File: config.mk
export PLATFORM = sky130hd
export DESIGN_NAME = table_leaf_record_parser_unit
export DESIGN_NICKNAME = d
export VERILOG_FILES = /design/src/sv/tlrp_pkg.sv /design/src/sv/tlrp_front.sv /design/src/sv/tlrp_core.sv /design/src/sv/table_leaf_record_parser_unit.sv
export VERILOG_INCLUDE_DIRS = /design/src /design/src/sv
export SDC_FILE = /design/constraint.sdc
export NUM_CORES = 2
export LEC_CHECK = 0
export BUFFER_PORTS_ARGS = -buffer_cell sky130_fd_sc_hd__clkbuf_2
export CAP_MARGIN = 5
export CORE_ASPECT_RATIO = 0.5
export CORE_UTILIZATION = 25
export DETAILED_ROUTE_END_ITERATION = 12
export HOLD_SLACK_MARGIN = 0.15
export PLACE_DENSITY_LB_ADDON = 0.25
export SYNTH_ARGS = -nofsm -noshare
export SYNTH_HDL_FRONTEND = slang
export SYNTH_SLANG_ARGS = --single-unit
File: constraint.sdc
create_clock -name clk -period 11.8 [get_ports clk]
set_input_delay 0.59 -clock clk [delete_from_list [all_inputs] [get_ports clk]]
set_output_delay 0.59 -clock clk [all_outputs]
set_load 0.03 [all_outputs]
File: src/sv/table_leaf_record_parser_unit_defines.svh
// Assertion macros for the table leaf record parser
`ifndef TABLE_LEAF_RECORD_PARSER_UNIT_DEFINES_SVH
`define TABLE_LEAF_RECORD_PARSER_UNIT_DEFINES_SVH

// antecedent implies consequent in the same cycle
`define TLRP_ASSERT_IMP(label, ante, cons, msg) \
	label: assert property (@(posedge clk) disable iff (!arst_n) (ante) |-> (cons)) \
		else $error(msg);

// antecedent implies consequent in the next cycle
`define TLRP_ASSERT_NXT(label, ante, cons, msg) \
	label: assert property (@(posedge clk) disable iff (!arst_n) (ante) |=> (cons)) \
		else $error(msg);

`endif

File: src/sv/tlrp_pkg.sv
// Shared types and constants for the table leaf record parser
`timescale 1ns / 1ps
package tlrp_pkg;

	localparam int MAX_COLS_DEF   = 32;
	localparam int PAGE_BYTES_DEF = 65536;

	localparam logic [3:0] K_ROWID   = 4'd0;
	localparam logic [3:0] K_NULL    = 4'd1;
	localparam logic [3:0] K_INT     = 4'd2;
	localparam logic [3:0] K_TEXT    = 4'd3;
	localparam logic [3:0] K_TBYTE   = 4'd4;
	localparam logic [3:0] K_BLOB    = 4'd5;
	localparam logic [3:0] K_UNKNOWN = 4'd6;
	localparam logic [3:0] K_TRUNC   = 4'd7;
	localparam logic [3:0] K_ERROR   = 4'd8;
	localparam logic [3:0] K_END     = 4'd9;

	typedef enum logic [2:0] {
		PH_IDLE, PH_PAYLOAD, PH_ROWID, PH_HDRSIZE, PH_SERIAL, PH_INT, PH_TEXT, PH_SKIP
	} phase_t;

	typedef enum logic [1:0] {
		B_ITEM, B_RD, B_EV, B_ERR
	} bstate_t;

	// classified item handed from front to back
	typedef struct packed {
		logic        start;
		logic [16:0] avail;
		logic [7:0]  data;
	} item_t;

endpackage

File: src/sv/tlrp_front.sv
// Front end: accepts input transfers, clamps the byte budget and queues items
`timescale 1ns / 1ps
module tlrp_front import tlrp_pkg::*; #(
	parameter int PAGE_BYTES = PAGE_BYTES_DEF
) (
	input  logic        clk,
	input  logic        arst_n,
	input  logic        in_valid,
	output logic        in_stall,
	input  logic        opcode,
	input  logic [16:0] bytes_available,
	input  logic [7:0]  data_byte,
	output logic        q_valid,
	output item_t       q_item,
	input  logic        q_pop
);

	localparam logic [16:0] PageLim = 17'(PAGE_BYTES);

	item_t       ent_q [2];
	logic        wp_q, rp_q;
	logic [1:0]  cnt_q;
	logic        push;
	item_t       nitem;

	assign in_stall = (cnt_q == 2'd2);
	assign push     = in_valid && !in_stall;
	assign q_valid  = (cnt_q != 2'd0);
	assign q_item   = ent_q[rp_q];

	always_comb begin
		nitem.start = !opcode;
		nitem.avail = (bytes_available > PageLim) ? PageLim : bytes_available;
		nitem.data  = data_byte;
	end

	always_ff @(posedge clk) begin
		if (push) begin
			ent_q[wp_q] <= nitem;
		end
	end

	always_ff @(posedge clk or negedge arst_n) begin
		if (!arst_n) begin
			wp_q  <= 1'b0;
			rp_q  <= 1'b0;
			cnt_q <= 2'd0;
		end else begin
			if (push) wp_q <= ~wp_q;
			if (q_pop) rp_q <= ~rp_q;
			cnt_q <= cnt_q + 2'(push) - 2'(q_pop);
		end
	end

endmodule

File: src/sv/tlrp_core.sv
// Back end: record parser state machine, serial type store and result register
`timescale 1ns / 1ps
`include "table_leaf_record_parser_unit_defines.svh"
module tlrp_core import tlrp_pkg::*; #(
	parameter int MAX_COLS = MAX_COLS_DEF
) (
	input  logic        clk,
	input  logic        arst_n,
	input  logic        q_valid,
	input  item_t       q_item,
	output logic        q_pop,
	output logic        out_valid,
	input  logic        out_stall,
	output logic [3:0]  kind,
	output logic [4:0]  column,
	output logic [63:0] value,
	output logic        last
);

	localparam int AW = (MAX_COLS > 1) ? $clog2(MAX_COLS) : 1;
	localparam logic [5:0] MaxC = 6'(MAX_COLS);

	function automatic logic [63:0] field_bytes(input logic [63:0] s);
		logic [63:0] r;
		if (s >= 64'd12) begin
			r = (s - 64'd12) >> 1;
		end else begin
			case (s[3:0])
				4'd1: r = 64'd1;
				4'd2: r = 64'd2;
				4'd3: r = 64'd3;
				4'd4: r = 64'd4;
				4'd5: r = 64'd6;
				4'd6, 4'd7: r = 64'd8;
				default: r = 64'd0;
			endcase
		end
		return r;
	endfunction

	function automatic logic [63:0] sext(input logic [63:0] a, input logic [3:0] n);
		logic [63:0] r;
		case (n)
			4'd1: r = {{56{a[7]}}, a[7:0]};
			4'd2: r = {{48{a[15]}}, a[15:0]};
			4'd3: r = {{40{a[23]}}, a[23:0]};
			4'd4: r = {{32{a[31]}}, a[31:0]};
			4'd6: r = {{16{a[47]}}, a[47:0]};
			default: r = a;
		endcase
		return r;
	endfunction

	logic [63:0] st_mem [MAX_COLS];
	logic [63:0] rd_q;

	phase_t      phase_q, phase_n;
	bstate_t     bs_q, bs_n;
	logic [63:0] acc_q, acc_n;
	logic [3:0]  vcnt_q, vcnt_n;
	logic [16:0] bl_q, bl_n;
	logic [16:0] hdr_q, hdr_n;
	logic [5:0]  cc_q, cc_n;
	logic [5:0]  cur_q, cur_n;
	logic [16:0] cleft_q, cleft_n;
	logic [3:0]  isz_q, isz_n;

	logic        ofree, emit, elast;
	logic [3:0]  ekind;
	logic [5:0]  ecol;
	logic [63:0] evalue;
	logic        mem_we, rd_en;
	logic        do_ns;

	logic [63:0] vacc, sz;
	logic        vdone;
	logic [3:0]  vcnt1;
	logic [16:0] bl1, hdr1, cleft1;
	logic [7:0]  b;

	assign ofree = !out_valid || !out_stall;
	assign b     = q_item.data;

	always_comb begin
		if (vcnt_q < 4'd8) begin
			vacc  = {acc_q[56:0], b[6:0]};
			vdone = !b[7];
		end else begin
			vacc  = {acc_q[55:0], b};
			vdone = 1'b1;
		end
		vcnt1  = vcnt_q + 4'd1;
		bl1    = (bl_q != 17'd0) ? bl_q - 17'd1 : bl_q;
		hdr1   = (hdr_q != 17'd0) ? hdr_q - 17'd1 : hdr_q;
		cleft1 = (cleft_q != 17'd0) ? cleft_q - 17'd1 : cleft_q;
		sz     = field_bytes(rd_q);
	end

	always_comb begin
		phase_n = phase_q;
		bs_n    = bs_q;
		acc_n   = acc_q;
		vcnt_n  = vcnt_q;
		bl_n    = bl_q;
		hdr_n   = hdr_q;
		cc_n    = cc_q;
		cur_n   = cur_q;
		cleft_n = cleft_q;
		isz_n   = isz_q;
		emit    = 1'b0;
		ekind   = K_ERROR;
		ecol    = 6'd0;
		evalue  = 64'd0;
		elast   = 1'b0;
		mem_we  = 1'b0;
		rd_en   = 1'b0;
		do_ns   = 1'b0;
		q_pop   = 1'b0;
		case (bs_q)
			B_ITEM: begin
				if (q_valid && ofree) begin
					q_pop = 1'b1;
					if (q_item.start) begin
						acc_n   = 64'd0;
						vcnt_n  = 4'd0;
						hdr_n   = 17'd0;
						cc_n    = 6'd0;
						cur_n   = 6'd0;
						cleft_n = 17'd0;
						bl_n    = q_item.avail;
						if (q_item.avail == 17'd0) begin
							emit  = 1'b1;
							elast = 1'b1;
						end else begin
							phase_n = PH_PAYLOAD;
						end
					end else if (phase_q != PH_IDLE) begin
						bl_n = bl1;
						case (phase_q)
							PH_PAYLOAD, PH_ROWID: begin
								acc_n  = vacc;
								vcnt_n = vcnt1;
								if (!vdone) begin
									if (bl1 == 17'd0) begin
										emit  = 1'b1;
										elast = 1'b1;
									end
								end else if (phase_q == PH_ROWID) begin
									emit   = 1'b1;
									ekind  = K_ROWID;
									evalue = vacc;
									if (bl1 == 17'd0) begin
										bs_n = B_ERR;
									end else begin
										phase_n = PH_HDRSIZE;
										acc_n   = 64'd0;
										vcnt_n  = 4'd0;
									end
								end else if (bl1 == 17'd0) begin
									emit  = 1'b1;
									elast = 1'b1;
								end else begin
									phase_n = PH_ROWID;
									acc_n   = 64'd0;
									vcnt_n  = 4'd0;
								end
							end
							PH_HDRSIZE: begin
								acc_n  = vacc;
								vcnt_n = vcnt1;
								if (!vdone) begin
									if (bl1 == 17'd0) begin
										emit  = 1'b1;
										elast = 1'b1;
									end
								end else if (vacc > ({47'd0, bl1} + {60'd0, vcnt1})) begin
									emit  = 1'b1;
									elast = 1'b1;
								end else begin
									hdr_n = (vacc > {60'd0, vcnt1}) ?
										17'(vacc - {60'd0, vcnt1}) : 17'd0;
									cc_n  = 6'd0;
									do_ns = 1'b1;
								end
							end
							PH_SERIAL: begin
								hdr_n  = hdr1;
								acc_n  = vacc;
								vcnt_n = vcnt1;
								if (!vdone) begin
									if (bl1 == 17'd0) begin
										cur_n = 6'd0;
										bs_n  = B_RD;
									end
								end else begin
									mem_we = (cc_q < MaxC);
									cc_n   = cc_q + 6'd1;
									do_ns  = 1'b1;
								end
							end
							default: begin
								if (phase_q == PH_INT) acc_n = {acc_q[55:0], b};
								if (phase_q == PH_TEXT) begin
									emit   = 1'b1;
									ekind  = K_TBYTE;
									ecol   = cur_q;
									evalue = {56'd0, b};
								end
								cleft_n = cleft1;
								if (cleft1 == 17'd0) begin
									if (phase_q == PH_INT) begin
										emit   = 1'b1;
										ekind  = K_INT;
										ecol   = cur_q;
										evalue = sext({acc_q[55:0], b}, isz_q);
									end
									cur_n = cur_q + 6'd1;
									bs_n  = B_RD;
								end
							end
						endcase
					end
				end
			end
			B_RD: begin
				if (cur_q < cc_q && cur_q < MaxC) begin
					rd_en = 1'b1;
					bs_n  = B_EV;
				end else if (ofree) begin
					emit  = 1'b1;
					ekind = K_END;
					ecol  = cc_q;
					elast = 1'b1;
					bs_n  = B_ITEM;
				end
			end
			B_EV: begin
				if (ofree) begin
					ecol = cur_q;
					if (sz > {47'd0, bl_q}) begin
						emit  = 1'b1;
						ekind = K_TRUNC;
						elast = 1'b1;
						bs_n  = B_ITEM;
					end else if (rd_q == 64'd0) begin
						emit  = 1'b1;
						ekind = K_NULL;
						cur_n = cur_q + 6'd1;
						bs_n  = B_RD;
					end else if (rd_q == 64'd8 || rd_q == 64'd9) begin
						emit   = 1'b1;
						ekind  = K_INT;
						evalue = rd_q - 64'd8;
						cur_n  = cur_q + 6'd1;
						bs_n   = B_RD;
					end else if (rd_q >= 64'd1 && rd_q <= 64'd6) begin
						phase_n = PH_INT;
						cleft_n = 17'(sz);
						isz_n   = 4'(sz);
						acc_n   = 64'd0;
						vcnt_n  = 4'd0;
						bs_n    = B_ITEM;
					end else begin
						emit = 1'b1;
						if (rd_q >= 64'd12) begin
							ekind  = rd_q[0] ? K_TEXT : K_BLOB;
							evalue = sz;
						end else begin
							ekind = K_UNKNOWN;
						end
						if (sz != 64'd0) begin
							phase_n = (rd_q >= 64'd12 && rd_q[0]) ? PH_TEXT : PH_SKIP;
							cleft_n = 17'(sz);
							bs_n    = B_ITEM;
						end else begin
							cur_n = cur_q + 6'd1;
							bs_n  = B_RD;
						end
					end
				end
			end
			B_ERR: begin
				if (ofree) begin
					emit  = 1'b1;
					elast = 1'b1;
					bs_n  = B_ITEM;
				end
			end
			default: bs_n = B_ITEM;
		endcase

		if (do_ns) begin
			if (hdr_n != 17'd0 && bl_n != 17'd0) begin
				if (cc_n >= MaxC) begin
					emit  = 1'b1;
					ekind = K_ERROR;
					ecol  = cc_n;
					elast = 1'b1;
				end else begin
					phase_n = PH_SERIAL;
					acc_n   = 64'd0;
					vcnt_n  = 4'd0;
				end
			end else begin
				cur_n = 6'd0;
				bs_n  = B_RD;
			end
		end

		if (emit && elast) phase_n = PH_IDLE;
	end

	always_ff @(posedge clk) begin
		if (mem_we) st_mem[cc_q[AW-1:0]] <= vacc;
		if (rd_en) rd_q <= st_mem[cur_q[AW-1:0]];
	end

	always_ff @(posedge clk or negedge arst_n) begin
		if (!arst_n) begin
			phase_q <= PH_IDLE;
			bs_q    <= B_ITEM;
			acc_q   <= 64'd0;
			vcnt_q  <= 4'd0;
			bl_q    <= 17'd0;
			hdr_q   <= 17'd0;
			cc_q    <= 6'd0;
			cur_q   <= 6'd0;
			cleft_q <= 17'd0;
			isz_q   <= 4'd0;
			out_valid <= 1'b0;
		end else begin
			phase_q <= phase_n;
			bs_q    <= bs_n;
			acc_q   <= acc_n;
			vcnt_q  <= vcnt_n;
			bl_q    <= bl_n;
			hdr_q   <= hdr_n;
			cc_q    <= cc_n;
			cur_q   <= cur_n;
			cleft_q <= cleft_n;
			isz_q   <= isz_n;
			if (emit) out_valid <= 1'b1;
			else if (!out_stall) out_valid <= 1'b0;
		end
	end

	always_ff @(posedge clk) begin
		if (emit) begin
			kind   <= ekind;
			column <= ecol[4:0];
			value  <= evalue;
			last   <= elast;
		end
	end

	`TLRP_ASSERT_IMP(a_cc_range, 1'b1, cc_q <= MaxC, "column count beyond limit")
	`TLRP_ASSERT_NXT(a_last_idle, emit && elast, phase_q == PH_IDLE, "phase not idle after last")
	`TLRP_ASSERT_IMP(a_ev_after_rd, bs_q == B_EV,
		$past(bs_q) == B_RD || $past(bs_q) == B_EV, "evaluate without read")
	`TLRP_ASSERT_IMP(a_content_left,
		bs_q == B_ITEM && (phase_q == PH_INT || phase_q == PH_TEXT || phase_q == PH_SKIP),
		cleft_q != 17'd0, "content phase with nothing left")

endmodule

File: src/sv/table_leaf_record_parser_unit.sv
// Top level of the table leaf record parser
//  channel | direction | handshake            | payload
//  in      | input     | in_valid / in_stall  | opcode, bytes_available, data_byte
//  out     | output    | out_valid / out_stall| kind, column, value, last
// The back end takes a byte item only while it is not walking columns and the output register
// is free; a two-entry queue parts it from the front. Column walk after the header or a content
// run handles each column as a registered read of the serial type store, then evaluation.
// Every result goes through one output register; a stall there holds the back end.
// Reset is asynchronous, active low, and leaves the parser idle.
`timescale 1ns / 1ps
module table_leaf_record_parser_unit import tlrp_pkg::*; #(
	parameter int MAX_COLS   = MAX_COLS_DEF,
	parameter int PAGE_BYTES = PAGE_BYTES_DEF
) (
	input  logic        clk,
	input  logic        arst_n,
	input  logic        in_valid,
	output logic        in_stall,
	input  logic        opcode,
	input  logic [16:0] bytes_available,
	input  logic [7:0]  data_byte,
	output logic        out_valid,
	input  logic        out_stall,
	output logic [3:0]  kind,
	output logic [4:0]  column,
	output logic [63:0] value,
	output logic        last
);

	logic  q_valid, q_pop;
	item_t q_item;

	tlrp_front #(.PAGE_BYTES(PAGE_BYTES)) u_front (
		.clk, .arst_n, .in_valid, .in_stall, .opcode, .bytes_available, .data_byte,
		.q_valid, .q_item, .q_pop
	);

	tlrp_core #(.MAX_COLS(MAX_COLS)) u_core (
		.clk, .arst_n, .q_valid, .q_item, .q_pop,
		.out_valid, .out_stall, .kind, .column, .value, .last
	);

endmodule
==> impl_metrics.json <==
{
  "outcome": "completed",
  "path_class": "reg2reg",
  "clkSinkCount": 2376,
  "finalCritPeriodShare_pct": 78.5,
  "required_ps": 12290,
  "grt_pass1_vias": 55300,
  "yosysSeqAreaShare_pct": 70.6,
  "async_flop_share_pct": 5.81,
  "finClkSkew_ps": 78.7,
  "synth.area.top_cells": "edfxtp_1, mux4_2, dfrtp_1",
  "slew_viol_final": 0,
  "yosysTopAreaCellShare_pct": 67.2,
  "grt_pass1_wl_mm": 447,
  "hold_viol_final": 0,
  "ctsResizeCount": 0,
  "dpl.hpwl_mm": 179,
  "cts_max_path_buffers": 4,
  "cts_tree": "built",
  "die_h_um": 449,
  "io_pins": 106,
  "first_pass_iters": 6,
  "root_buffer": "clkbuf_16",
  "postCtsHoldBufs": 28,
  "num-fill-cells": 39100,
  "setup-violations-final": 0,
  "placed_area_um2": 108000,
  "multiInputGateArea_um2": 28100,
  "synth-edff-count": 2238,
  "first_iter_violations": 6564,
  "die_w_um": 897,
  "syn_inst": 5500,
  "maxCapViolations": 0,
  "die_area_um2": 403000,
  "fmax_ghz": 0.108,
  "cts_setup_buffers": 0,
  "routed_wl_mm": 318,
  "min_path_type": "in2async",
  "routed_via_density": 4.97,
  "clk_pin_slew_ps": 70,
  "switching_power_mw": 5.74,
  "power_density_nw_per_um2": 175,
  "htreeDepth": 4,
  "clkLatencyLatePin_ps": 890,
  "synth-main-ff-cell": "edfxtp_1",
  "ys_ff_latch": 2376,
  "pwr-share-seq_pct": 48.8,
  "core-area_um2": 396000,
  "p_int_mw": 14.4,
  "synth_area_um2": 100000,
  "slowest_delay_ps": 800,
  "slowest_stage": "buf_4",
  "fin_setup_tns_ps": 0,
  "critPathLaunchType": "register",
  "ant_nets": 0,
  "combPwrFrac_pct": 15.3,
  "drive_gt1_share_pct": 24.0,
  "synth.avg_cell_area_um2": 18.2,
  "antenna_found_initial": 20,
  "io_buffers": 105,
  "synth_nets": 5597,
  "endpoint_kind": "register",
  "ff_latch_area_um2": 70700,
  "swShare_pct": 28.5,
  "clockPowerShare_pct": 35.9,
  "maxSlewHeadroom_pct": 12.5,
  "synth_cell_types": 95,
  "p_leak_nw": 35.7,
  "fin_crit_ps": 9270,
  "rsz0062_at_grt": "no",
  "synth.yosys.warnings": 0,
  "grt_max_degree": 115,
  "routedWlPerCell_um": 28.4,
  "drc": 0,
  "area_growth_syn_to_layout_pct": 15.2,
  "start_util_pct": 25.2,
  "place.gp.congestion": 0.855,
  "rows": 163,
  "peakVddDrop_v": 0.000119,
  "via_count": 55600,
  "nets": 5816,
  "worstPathMaxFanout": 74,
  "final_area_um2": 115000,
  "grt_overflow": 0,
  "numCtsBuffers": 227,
  "gr-usage-all-layers_pct": 15.4,
  "yosysTopAreaCell": "edfxtp_1",
  "crit_arrival_ps": 9750,
  "worst_slew_pin_slew_ps": 1310
}
critical path: cells and delay by family, from the launching register on:
family | cells | cell delay [ps]
xor gates and xnor gates | 2 | 460
and+or+nand+nor | 11 | 2490
AOI/OAI and AO/OA | 7 | 2570
DFF | 1 | 420
buffers and inverters | 4 | 1360
adders and majority gates | 4 | 1410
per-stage QoR:
step | instances | hold slack (ps) | setup WS (ps) | power [mW] | util [%]
2_1_floorplan | 5500 | 294 | 2410 | 11.8 | -
3_3_place_gp | 10700 | 504 | 2860 | 13.1 | 27.2
3_5_place_dp | 10700 | 498 | 2830 | 13.0 | 27.2
4_1_cts | 11200 | 184 | 2770 | 20.3 | 29.1
5_1_grt | 11200 | 250 | 2000 | 20.9 | 29.1
6_report | 11200 | 240 | 2530 | 20.2 | 29.1
sequential cells by signal, summed over array words and instances (netlist names), 2 cells and up:
signal and count:
u_core.st_mem 2048, u_core.rd_q 64, u_core.value 64, u_core.acc_q 57
u_front.ent_q 52, u_core.bl_q 17, u_core.cleft_q 17, u_core.hdr_q 17
u_core.cc_q 6, u_core.cur_q 6, u_core.column 5, u_core.isz_q 4
u_core.kind 4, u_core.vcnt_q 4, u_core.phase_q 3, u_core.bs_q 2
u_front.cnt_q 2
final timing paths:
kind	start	to	slack [ps]	depth (start not counted)
min	arst_n	u_front.wp_q	240	2
max in group asynchronous	arst_n	u_core.cur_q[1]	10300	3
max	u_core.bl_q[1]	u_core.value[27]	2530	28
max reg2reg	u_core.bl_q[1]	u_core.value[27]	2530	28
min in group clk	out_stall	u_core.out_valid	390	3
min reg2reg	u_front.wp_q	u_front.wp_q	510	1
cell usage in the layout (no fill, tap or decap), drive strengths merged, types with 40 or more instances in the layout:
cell type / netlist / layout
nor3: 89 / 89
a21oi: 225 / 225
nor4: 76 / 76
mux2i: 95 / 95
clkbuf: 216 / 389
xnor2: 52 / 52
mux4: 640 / 640
nor2: 231 / 231
edfxtp: 2238 / 2238
xor2: 40 / 40
mux2: 85 / 85
nand3: 62 / 62
clkinv: 4 / 95
ha: 65 / 65
inv: 116 / 124
o22ai: 65 / 65
nand2: 239 / 239
o21ai: 189 / 189
buf: 94 / 168
dfrtp: 138 / 138
cells by family (layout without fill, tap and decap cells):
kind of cell	after synthesis	count (layout)	share of synthesized area [%]
other cells	0	7	0
xor+xnor	92	92	0.805
compound gates	770	770	4.91
simple gates	945	945	4.86
buf+inv	430	830	1.64
fa+ha+maj	67	67	0.853
mux	820	820	16.3
flops	2376	2376	70.6
synthesized netlist by cell type (all sizes together) (11+ instances only):
master	number
edfxtp	2238
mux4	640
nand2	239
nor2	231
a21oi	225
clkbuf	216
o21ai	189
dfrtp	138
inv	116
mux2i	95
buf	94
nor3	89
mux2	85
nor4	76
ha	65
o22ai	65
nand3	62
xnor2	52
xor2	40
nor2b	36
nand4	33
a31oi	27
o211ai	27
nand2b	26
or3	26
or4	26
o221ai	25
a211oi	20
and3	20
a21o	19
a32oi	17
or2	16
nor4b	12
a221oi	11
and2	11
and4	11
power by group through the flow:
stage	clock, mW	combinational (mW)	sequential [mW]
4_1_cts	7.40	3.03	9.85
6_report	7.23	3.08	9.85
3_3_place_gp	0	3.04	10.0
5_1_grt	7.71	3.29	9.87
2_1_floorplan	0	1.72	10.1
3_5_place_dp	0	3.01	10.0
cell type report:
| class | instances | area share (%) |
|---|---|---|
| diodes | 7 | 0.0152 |
| clock buffers | 285 | 5.21 |
| clock inverters | 125 | 0.950 |
| inverters | 120 | 0.397 |
| multi-input cells | 2694 | 24.4 |
| flip-flops and latches | 2376 | 61.3 |
| well taps | 5280 | 5.73 |
| repair buffers | 300 | 1.99 |
routing by layer:
layer | share of wire, % | track usage, % | vias to the layer above
met3 | 5.6 | 2.13 | 352
li1 | - | - | 23100
met5 | 0.0098 | 0 | -
met4 | 1.8 | 2.92 | 4
met1 | 46 | 22.8 | 30300
met2 | 46 | 24.2 | 1931
(Power assumes the default switching activity.)
